## config.mk

```make
export PLATFORM = sky130hd
export DESIGN_NAME = oxygen_leak_alarm_qualifier
export DESIGN_NICKNAME = d
export VERILOG_FILES = /design/src/olaq_pkg.sv /design/src/olaq_eval.sv /design/src/oxygen_leak_alarm_qualifier.sv
export SDC_FILE = /design/constraint.sdc
export NUM_CORES = 1
export LEC_CHECK = 0
export BUFFER_PORTS_ARGS = -buffer_cell sky130_fd_sc_hd__buf_2
export CAP_MARGIN = 0
export CORE_MARGIN = 5
export CORE_UTILIZATION = 30
export DETAILED_ROUTE_END_ITERATION = 10
export GPL_TIMING_DRIVEN = 0
export PLACE_DENSITY = 0.52
export SETUP_SLACK_MARGIN = 0.4
export SLEW_MARGIN = 20
export SYNTH_ARGS = -nofsm -noshare
export SYNTH_HDL_FRONTEND = slang
export SYNTH_SLANG_ARGS = --single-unit
```

## constraint.sdc

```tcl
create_clock -name clk -period 14.19 [get_ports clk]
set_input_delay 2.838 -clock clk [delete_from_list [all_inputs] [get_ports clk]]
set_output_delay 2.838 -clock clk [all_outputs]
set_load 0.01 [all_outputs]
```

## src/olaq_pkg.sv

```systemverilog
// ----------------------------------------------------------------------------
// olaq_pkg
// Shared types and codes for the oxygen leak alarm qualifier.
// ----------------------------------------------------------------------------
package olaq_pkg;

	localparam int unsigned FlowW   = 16;
	localparam int unsigned Fio2W   = 7;
	localparam int unsigned HoldW   = 16;
	localparam int unsigned CfgIdxW = 2;
	localparam int unsigned CfgDatW = 16;

	// register indexes on the configuration port
	localparam logic [CfgIdxW-1:0] CFG_LEAK_THRESHOLD = 2'd0;
	localparam logic [CfgIdxW-1:0] CFG_FIO2_MINIMUM   = 2'd1;
	localparam logic [CfgIdxW-1:0] CFG_HOLD_TICKS     = 2'd2;

	// values after reset
	localparam logic signed [FlowW-1:0] LEAK_THRESHOLD_RST = 16'sd50;
	localparam logic [Fio2W-1:0]        FIO2_MINIMUM_RST   = 7'd21;
	localparam logic [HoldW-1:0]        HOLD_TICKS_RST     = 16'd10000;

	typedef enum logic {
		ACT_TICK = 1'b0,
		ACT_EVAL = 1'b1
	} item_action_t;

	typedef enum logic [2:0] {
		VENT_DISABLED  = 3'd0,
		VENT_INSP_CTRL = 3'd1,
		VENT_INSP_TRIG = 3'd2,
		VENT_EXHALE    = 3'd3
	} vent_state_t;

	typedef enum logic [2:0] {
		AL_FALSE     = 3'd0,
		AL_DETECTED  = 3'd1,
		AL_TRUE      = 3'd2,
		AL_DISPLAYED = 3'd3,
		AL_CANCELED  = 3'd4
	} alarm_state_t;

	typedef enum logic [1:0] {
		ALARM_NONE  = 2'd0,
		ALARM_RAISE = 2'd1,
		ALARM_END   = 2'd2
	} alarm_action_t;

	typedef struct packed {
		logic signed [FlowW-1:0] leak_threshold;
		logic [Fio2W-1:0]        fio2_minimum;
		logic [HoldW-1:0]        hold_ticks;
	} olaq_cfg_t;

	typedef struct packed {
		logic signed [FlowW-1:0] peak_flow;
		logic [2:0]              last_vent_state;
		logic [HoldW-1:0]        hold_countdown;
	} olaq_state_t;

	typedef struct packed {
		logic [1:0] alarm_action;
		logic       state_error;
	} olaq_result_t;

endpackage

```

## src/olaq_eval.sv

```systemverilog
// ----------------------------------------------------------------------------
// olaq_eval
// Next-state and alarm decision logic for one input item.
// ----------------------------------------------------------------------------
module olaq_eval
	import olaq_pkg::*;
(
	input  logic                    action,
	input  logic [2:0]              alarm_state,
	input  logic [2:0]              vent_state,
	input  logic signed [FlowW-1:0] o2_flow,
	input  logic [Fio2W-1:0]        fio2_setting,
	input  logic                    full_o2_active,
	input  olaq_cfg_t               cfg,
	input  olaq_state_t             cur,
	output olaq_state_t             nxt,
	output olaq_result_t            res
);

	logic                    insp;
	logic                    last_insp;
	logic                    end_of_insp;
	logic                    fio2_on;
	logic                    vent_off;
	logic signed [FlowW-1:0] peak_base;
	logic signed [FlowW-1:0] peak_new;
	logic [HoldW-1:0]        hold_new;
	logic                    raise;
	logic                    stop;

	assign insp      = (vent_state == VENT_INSP_CTRL) || (vent_state == VENT_INSP_TRIG);
	assign last_insp = (cur.last_vent_state == VENT_INSP_CTRL)
	                || (cur.last_vent_state == VENT_INSP_TRIG);
	assign vent_off  = (vent_state == VENT_DISABLED);
	assign end_of_insp = (vent_state == VENT_EXHALE) && last_insp;
	assign fio2_on   = fio2_setting > cfg.fio2_minimum;

	// new inspiration after exhalation starts the peak afresh
	assign peak_base = (insp && cur.last_vent_state == VENT_EXHALE) ? '0 : cur.peak_flow;
	assign peak_new  = (insp && o2_flow > peak_base) ? o2_flow : peak_base;
	assign hold_new  = fio2_on ? cfg.hold_ticks : cur.hold_countdown;

	assign raise = (peak_new >= cfg.leak_threshold && !full_o2_active && !fio2_on
	                && hold_new == '0 && end_of_insp)
	            || (vent_off && o2_flow > cfg.leak_threshold);
	assign stop  = (peak_new < cfg.leak_threshold && end_of_insp)
	            || (fio2_on && !vent_off) || full_o2_active
	            || (o2_flow <= cfg.leak_threshold && vent_off);

	always_comb begin
		nxt = cur;
		res = '{alarm_action: ALARM_NONE, state_error: 1'b0};
		unique case (item_action_t'(action))
			ACT_TICK: begin
				if (cur.hold_countdown != '0) begin
					nxt.hold_countdown = cur.hold_countdown - 1'b1;
				end
			end
			ACT_EVAL: begin
				nxt.peak_flow       = peak_new;
				nxt.hold_countdown  = hold_new;
				nxt.last_vent_state = vent_state;
				unique case (alarm_state)
					AL_FALSE:     res.alarm_action = raise ? ALARM_RAISE : ALARM_NONE;
					AL_DISPLAYED: res.alarm_action = stop ? ALARM_END : ALARM_NONE;
					AL_TRUE:      res.alarm_action = ALARM_NONE;
					default:      res.state_error  = 1'b1;
				endcase
			end
			default: nxt = cur;
		endcase
	end

endmodule

```

## src/oxygen_leak_alarm_qualifier.sv

```systemverilog
// ----------------------------------------------------------------------------
// oxygen_leak_alarm_qualifier
// Qualifies the oxygen leak alarm from timer ticks and check-cycle evaluations.
// ----------------------------------------------------------------------------
// One input item is taken every clock cycle while in_ready is high. A tick
// counts the hold timer down (stopping at zero) and gives no result; an
// evaluation updates the inspiration peak flow, reloads the hold timer while
// FiO2 is above its minimum, and gives one result: alarm_action and
// state_error. The state is updated at the input transfer itself, so
// back-to-back items always see the work of the one before. The result of an
// evaluation is registered at its transfer. Results sit in a two-entry output
// buffer (output register plus skid register): in_ready drops only when both
// entries hold a result that the consumer has not taken, and in_ready is a
// register output with no combinational path from out_ready. Configuration
// writes are taken in any cycle (cfg_ready is always high) and must only be
// made while the block is idle; indexes beyond the register list are ignored.
// ----------------------------------------------------------------------------
module oxygen_leak_alarm_qualifier
	import olaq_pkg::*;
(
	input  logic                      clk,
	input  logic                      arst_n,
	// item input
	input  logic                      in_valid,
	output logic                      in_ready,
	input  logic                      action,
	input  logic [2:0]                alarm_state,
	input  logic [2:0]                vent_state,
	input  logic signed [FlowW-1:0]   o2_flow,
	input  logic [Fio2W-1:0]          fio2_setting,
	input  logic                      full_o2_active,
	// result output
	output logic                      out_valid,
	input  logic                      out_ready,
	output logic [1:0]                alarm_action,
	output logic                      state_error,
	// configuration writes
	input  logic                      cfg_valid,
	output logic                      cfg_ready,
	input  logic [CfgIdxW-1:0]        cfg_index,
	input  logic [CfgDatW-1:0]        cfg_data
);

	olaq_cfg_t    cfg_q;
	olaq_state_t  state_q;
	olaq_state_t  state_nxt;
	olaq_result_t res_new;
	olaq_result_t out_q;
	olaq_result_t skid_q;
	logic         out_valid_q;
	logic         skid_valid_q;
	logic         in_xfer;
	logic         push;
	logic         pop;

	assign cfg_ready = 1'b1;
	assign in_ready  = !skid_valid_q;
	assign in_xfer   = in_valid && in_ready;
	assign push      = in_xfer && (item_action_t'(action) == ACT_EVAL);
	assign pop       = out_valid_q && out_ready;

	// configuration registers
	always_ff @(posedge clk or negedge arst_n) begin
		if (!arst_n) begin
			cfg_q.leak_threshold <= LEAK_THRESHOLD_RST;
			cfg_q.fio2_minimum   <= FIO2_MINIMUM_RST;
			cfg_q.hold_ticks     <= HOLD_TICKS_RST;
		end else if (cfg_valid && cfg_ready) begin
			unique case (cfg_index)
				CFG_LEAK_THRESHOLD: cfg_q.leak_threshold <= cfg_data;
				CFG_FIO2_MINIMUM:   cfg_q.fio2_minimum   <= cfg_data[Fio2W-1:0];
				CFG_HOLD_TICKS:     cfg_q.hold_ticks     <= cfg_data[HoldW-1:0];
				default: ;
			endcase
		end
	end

	// single-pass decision: state and result both follow from the transfer
	olaq_eval u_eval (
		.action         (action),
		.alarm_state    (alarm_state),
		.vent_state     (vent_state),
		.o2_flow        (o2_flow),
		.fio2_setting   (fio2_setting),
		.full_o2_active (full_o2_active),
		.cfg            (cfg_q),
		.cur            (state_q),
		.nxt            (state_nxt),
		.res            (res_new)
	);

	always_ff @(posedge clk or negedge arst_n) begin
		if (!arst_n) begin
			state_q <= '{peak_flow: '0, last_vent_state: VENT_DISABLED, hold_countdown: '0};
		end else if (in_xfer) begin
			state_q <= state_nxt;
		end
	end

	// output buffer: the output register drains from the skid first
	always_ff @(posedge clk or negedge arst_n) begin
		if (!arst_n) begin
			out_valid_q  <= 1'b0;
			skid_valid_q <= 1'b0;
		end else if (!out_valid_q || pop) begin
			if (skid_valid_q) begin
				out_valid_q  <= 1'b1;
				skid_valid_q <= 1'b0;
			end else begin
				out_valid_q  <= push;
			end
		end else if (push) begin
			skid_valid_q <= 1'b1;
		end
	end

	always_ff @(posedge clk) begin
		if (!out_valid_q || pop) begin
			out_q <= skid_valid_q ? skid_q : res_new;
		end
		if (push && out_valid_q && !pop) begin
			skid_q <= res_new;
		end
	end

	assign out_valid    = out_valid_q;
	assign alarm_action = out_q.alarm_action;
	assign state_error  = out_q.state_error;

endmodule

```

==> out/qor.csv, run 1 <==
stage,metric,value,unit
setup_path,required,14290,ps
pwr,p_seq_frac,0.371,
route,dr.pass1.iters,4,
run_status,status,finished clean,
clock_network,cts_tree,built,
synth,synth-edff-count,6,
synth,synth_xor_area_frac,0.00503,
route,vias,4376,
pwr,leakage,0.00280,uW
synth,synthArstFlopShare,0.927,
layout,diodes,0,
route,drcViolationCount,0,
clock_network,clock_sinks,82,
synth,ys.flop_type,dfrtp_1,
synth,synth_fp_nets,671,
floorplan,die_x,142,microns
floorplan,dieArea,0.0201,sq mm
setup_path,worstPathMaxFanout,10,
clock_network,insertion_delay,350,ps
sta,finClkSkew,8.15,ps
route,drt_wl_total,14.0,mm
floorplan,initial_core_util,0.304,
pwr,ir_worst_vdd,0.0673,mV
job,cap_violations,0,
route,avgRoutedWirePerCell,16.2,microns
sta,worstMarginPinSlew,948,ps
synth,seq_area_frac_synth,0.402,
floorplan,pin_count,60,
route,ant_nets,0,
clock_network,cts_setup_buffers,0,
synth,syn_area,0.00522,sq mm
synth,synthMuxAreaShare,0.0578,
clock_network,clkSlewWorstSetupHoldPaths,70,ps
sta,slew_viol_final,0,
route,viasPerCell,5.09,
placement,io_buffers,57,
layout,syn2layout_area_growth,17.6,%
synth,synth_compound_area_frac,0.177,
sta,tns,0,ps
sta,max_freq,0.122,GHz
global_routing,grt_pass1_vias,4485,
pwr,p_clk_frac,0.272,
setup_path,worstSetupStartpointType,input port,
global_routing,antenna_found_initial,0,
setup_path,endpoint_kind,flip-flop,
layout,drive_above_1_share,0.191,
synth,synth.top_cells.by_area,"dfrtp_1, ha_1, nand2_1, dfstp_2, mux2_2",
synth,yosys.area.top_type_share,0.312,
floorplan,rows,48,
setup_path,arrival,8300,ps
pwr,total_power,937,uW
pwr,switching_power,333,uW
synth,synth_top_family_by_area,simple AND/OR/NAND/NOR gates,
pwr,p_int,605,uW
placement,gp_congestion,0.858,
clock_network,clk_path_buf_depth,2,
placement,placed_cells,844,
sta,rsz0062_at_grt,no,
floorplan,die_h,142,microns
clock_network,cts.htree.levels,3,
global_routing,grt_max_degree,60,
pwr,power_frac_comb,0.357,
sta,finalHoldWorstSlack,482,ps
placement,hpwl,11.2,mm
setup_path,worstSetupPathType,input port to flip-flop,
pwr,switching_share,0.355,
clock_network,cts_hold_buf,0,
floorplan,core,0.0172,sq mm
global_routing,grtUsageTotal,0.145,
layout,finalNetCount,740,
sta,slew_headroom,0.362,
synth,synthSimpleGateAreaFrac,0.183,
sta,timing.final.crit_share,0.578,
clock_network,numCtsBuffers,9,
sta,period_minus_slack,8200,ps
synth,synth_fa_ha_area_frac,0.134,
synth,avgSynthCellArea,9.30,sq um
sta,hold_viol_final,0,
synth,ys_types,59,
pwr,power_density,153,mW/mm^2
layout,finalNonFillerCells,860,
synth,yosysTopAreaCell,dfrtp_1,
synth,synth_warnings,0,
sta,setup_viol,0,
global_routing,grt_overflow,0,
synth,synth_seq_cells,82,
worst_hold_path,hold_path.class,flip-flop to flip-flop,
synth,syn-instance-count,561,
route,drt_iter0_markers,239,
clock_network,cts-root-buf,clkbuf_16,
clock_network,cts_resized,0,
global_routing,grt_pass1_wl,23.0,mm
==> flip-flops by register name (all words and copies together), names as in the netlist <==
signal	count
cfg_q	39
state_q	35
skid_q	3
alarm_action	2
out_valid	1
skid_valid_q	1
state_error	1
==> power by group through the flow <==
stage	registers (uW)	clock network, uW	logic [uW]
3_5_place_dp	349	0	336
6_report	348	255	335
2_1_floorplan	338	0	245
3_3_place_gp	348	0	318
4_1_cts	346	262	338
5_1_grt	355	275	383
==> area by class of cell <==
cell class	count	area, sq um
fillers	1810	11000
multi-input cells	424	2920
flip-flops and latches	82	2100
repair buffers	58	315
well taps	225	282
clock buffers	10	229
inverters	37	139
clock inverters	6	90.1
plain buffers	18	72.6
==> through the flow <==
stage	setup slack [ps]	utilization	area, sq um
floorplan	6970	-	5220
global placement	5620	0.337	5790
detailed placement	5600	0.339	5820
CTS	5960	0.357	6140
global route	5650	0.357	6140
finish	5990	0.357	6140
==> per-layer routing <==
layer | track usage | up-vias | routed length [microns]
met1 | 0.178 | 2100 | 6230
met2 | 0.252 | 75 | 7060
li1 | - | 2183 | -
met3 | 0.0286 | 18 | 449
met4 | 0.0500 | 0 | 228
met5 | 0 | - | 0
==> Yosys cell counts (all sizes together) (2+ instances only) <==
library cell  instances
a21boi                2
a21o                  9
a21oi                33
a221o                 3
a22o                 16
a31oi                 8
and2                  2
and3                  3
and4                  6
buf                   2
clkbuf               16
dfrtp                65
dfstp                11
edfxtp                6
ha                   56
inv                  37
mux2                 25
mux2i                 2
nand2                89
nand2b                3
nand3                13
nand3b                2
nand4                12
nand4b                2
nor2                 28
nor2b                 7
nor3                 12
nor4                  4
o211ai                5
o21a                  3
o21ai                46
o221ai                4
o31a                  2
o31ai                 4
or3                   3
or4                   2
xor2                  2
==> cells in the final DEF (no fill, tap or decap), types with 12 or more instances in the layout <==
cell type	count
nand2_1	88
dfrtp_1	65
buf_2	57
ha_1	56
o21ai_0	46
inv_1	37
a21oi_1	33
nor2_1	28
mux2_2	25
clkbuf_1	17
a22o_1	16
nand3_1	13
nand4_1	12
==> cell families after synthesis <==
logic type / count (synthesis)
AND/OR/NAND/NOR: 193
AO/OA/AOI/OAI: 144
flip-flops: 82
adder cells (fa/ha/maj): 56
buffers and inverters: 55
multiplexers: 27
XOR/XNOR: 3
other: 1
==> critical path, cell delays in order <==
cell       delay (ps)
buf_2             130
xnor2_1           120
nor2_1            280
nand4b_1          430
clkbuf_1          340
nand2_1           160
ha_1              260
and4_1            220
nand4_1           140
a21oi_1            90
o41ai_1           510
nor2_1            190
clkbuf_1          260
nand2_1           110
o21ai_0            90
ha_1              390
nand4_1           230
a2111oi_0         480
or3_1             240
mux2_2            370
a41oi_1           300
o31ai_1           100
==> path summary, 6_finish.rpt <==
check / from / to / slack (ps) / cells after the start
min in group asynchronous: arst_n / cfg_q[21] / 2360 / 1
worst min-delay path: state_q[14] / state_q[14] / 480 / 1
worst min register to register: state_q[14] / state_q[14] / 480 / 1
worst max register to register: state_q[18] / alarm_action[0] / 8590 / 19
max in group asynchronous: arst_n / cfg_q[10] / 11220 / 2
worst max-delay path: vent_state[1] / alarm_action[0] / 5990 / 22
No activity file was read; power rests on OpenSTA's default activity.
==> run 2: changes to the inputs <==
--- a/config.mk
+++ b/config.mk
@@ -11,7 +11,7 @@
 export CORE_UTILIZATION = 30
 export DETAILED_ROUTE_END_ITERATION = 10
 export GPL_TIMING_DRIVEN = 0
-export PLACE_DENSITY = 0.52
+export PLACE_DENSITY = 0.53
 export SETUP_SLACK_MARGIN = 0.4
 export SLEW_MARGIN = 20
 export SYNTH_ARGS = -nofsm -noshare
==> constraint.sdc (replaced) <==
create_clock -name clk -period 7.03 [get_ports clk]
set_input_delay 1.406 -clock clk [delete_from_list [all_inputs] [get_ports clk]]
set_output_delay 1.406 -clock clk [all_outputs]
set_load 0.01 [all_outputs]
==> run 2 against run 1 <==
Net effect: clock power grew 100%; sequential share of layout area is 0.21 points lower; flip-flop and latch count stayed put; via count grew 1.8%; global-route usage increased by 0.16 points; critical path depth increased by 1; setup slack got worse by 5200 ps; combinational power rose by 100%; clock-buffer cell count did not move; critical path type unchanged; largest cell class unchanged; highest routed layer unchanged.
==> out/qor.csv, run 2 (synthesis results as in run 1) <==
stage,metric,value,unit,change
floorplan,die_h,142,microns,unchanged
setup_path,crit_family,simple AND/OR/NAND/NOR gates,,
layout,final_common_cell,nand2_1,,
setup_path,crit_top_cell,nor2_1,,
floorplan,rows,48,,unchanged
clock_network,clkSlewWorstSetupHoldPaths,70,ps,about the same
floorplan,dieArea,0.0201,sq mm,unchanged
setup_path,endpoint_kind,flip-flop,,
sta,tns,0,ps,unchanged
pwr,ir_worst_vdd,0.121,mV,+80%
setup_path,arrival,6340,ps,-1960 ps
layout,layout_common_cells,"nand2_1, dfrtp_1, buf_2",,
sta,finClkSkew,7.89,ps,-0.252 ps
layout,nFillCells,1784,,-1.4%
layout,finalNetCount,743,,+0.41%
pwr,leakage,0.00282,uW,+0.80%
floorplan,pin_count,60,,unchanged
pwr,power_density,306,mW/mm^2,+100%
placement,place_area,0.00582,sq mm,unchanged
sta,slew_headroom,0.409,,+0.0468
sta,hold_viol_final,0,,unchanged
clock_network,cts.htree.levels,3,,unchanged
route,drt_wl_total,14.2,mm,+1.3%
global_routing,grtUsageTotal,0.146,,+0.00157
placement,io_buffers,57,,unchanged
placement,gp_congestion,0.873,,+1.7%
route,viasPerCell,5.16,,+1.4%
layout,largest_reg_flops,39,,unchanged
layout,multi_input_area,0.00293,sq mm,+0.30%
layout,syn2layout_area_growth,18.4,%,
layout,fin_area,0.00618,sq mm,+0.61%
route,avgRoutedWirePerCell,16.4,microns,+0.98%
setup_path,required,7120,ps,-7170 ps
layout,diodes,0,,unchanged
layout,drive_above_1_share,0.202,,+0.0116
setup_path,cp_cell_sequence,buf_2 > xnor2_1 > nor2_1 > nand4b_1 > buf_4 > clkbuf_2 > nand2_1 > ha_1 > and4_1 > nand4_1 > a21oi_1 > o31a_1 > nor2_1 > clkbuf_1 > o21ai_0 > ha_1 > nand4_1 > nor2_1 > a221o_1 > or3_1 > mux2_2 > a41oi_1 > o31ai_1,,
worst_hold_path,hold_path.class,flip-flop to flip-flop,,
layout,regArea,0.00210,sq mm,unchanged
global_routing,grt_overflow,0,,unchanged
route,ant_nets,0,,unchanged
clock_network,clock_sinks,82,,unchanged
clock_network,cts_hold_buf,0,,unchanged
sta,timing.final.crit_share,0.889,,
global_routing,grt_pass1_wl,23.4,mm,+1.9%
layout,top_register,cfg_q,,
route,dr.pass1.iters,4,,unchanged
layout,fin_util,0.360,,+0.00218
clock_network,cts-root-buf,clkbuf_16,,
global_routing,grt_pass1_vias,4665,,+4.0%
clock_network,clk_path_buf_depth,2,,unchanged
clock_network,cts_tree,built,,
sta,max_freq,0.160,GHz,
setup_path,worstPathMaxFanout,10,,unchanged
route,vias,4453,,+1.8%
sta,slew_viol_final,0,,unchanged
floorplan,initial_core_util,0.304,,unchanged
floorplan,die_x,142,microns,unchanged
run_status,status,finished clean,,
floorplan,core,0.0172,sq mm,unchanged
clock_network,numCtsBuffers,9,,unchanged
sta,setup_viol,0,,unchanged
pwr,total_power,1890,uW,+100%
layout,reg.largest.list,"cfg_q x39, state_q x35, skid_q x3",,
clock_network,insertion_delay,350,ps,about the same
setup_path,worstSetupPathType,input port to flip-flop,,
job,cap_violations,0,,unchanged
setup_path,cp_slowest_stage_delay,360,ps,-150 ps
setup_path,worstSetupStartpointType,input port,,
route,drt_iter0_markers,263,,+10%
setup_path,slowest_stage,ha_1,,
sta,rsz0062_at_grt,no,,
global_routing,grt_max_degree,59,,-1.7%
global_routing,antenna_found_initial,0,,unchanged
setup_path,path_buf_inv,4,,+1
sta,period_minus_slack,6250,ps,
sta,worstMarginPinSlew,879,ps,-69.6 ps
route,drcViolationCount,0,,unchanged
placement,hpwl,11.2,mm,+0.19%
## run 2: worst paths after layout
| check | to | cells past startpoint | from | slack (ps) |
|---|---|---|---|---|
| max in group asynchronous | cfg_q[13] | 2 | arst_n | 5470 |
| min in group asynchronous | cfg_q[21] | 1 | arst_n | 940 |
| hold / removal | state_q[14] | 1 | state_q[14] | 480 |
| setup reg to reg | alarm_action[0] | 20 | state_q[18] | 1920 |
| setup / recovery | alarm_action[0] | 23 | vent_state[0] | 780 |
| hold reg to reg | state_q[14] | 1 | state_q[14] | 480 |
## run 2: what timing repair did
item	4_1_cts	5_1_grt
resized for setup	0	8
pin swaps	1	0
setup endpoints to repair	2	2
setup buffers	3	0
## run 2: layout make-up
cell class | count | share of cell area
multi-input combinational | 424 | 0.474
sequential | 82 | 0.339
timing repair buffer | 61 | 0.0547
tap | 225 | 0.0456
clock buffer | 10 | 0.0405
inverter | 37 | 0.0225
buffer | 18 | 0.0124
clock inverter | 6 | 0.0115
## run 2: stage by stage
step	hold WS, ps	std cells	setup WS (ps)
2_1_floorplan	451	561	1250
5_1_grt	491	863	424
6_report	484	863	782
4_1_cts	482	863	534
3_5_place_dp	467	844	-93.0
3_3_place_gp	466	843	-120
## run 2: routing by layer
metal / share of wire / GRT usage / up-vias
met5: 0 / 0 / -
li1: - / - / 2185
met2: 0.50 / 0.259 / 90
met1: 0.44 / 0.178 / 2148
met4: 0.023 / 0.0606 / 0
met3: 0.029 / 0.0199 / 30
## run 2: power breakdown
group | internal, uW | switching, uW
Combinational | 296 | 382
Clock | 300 | 211
Sequential | 613 | 86.1
Total | 1210 | 680
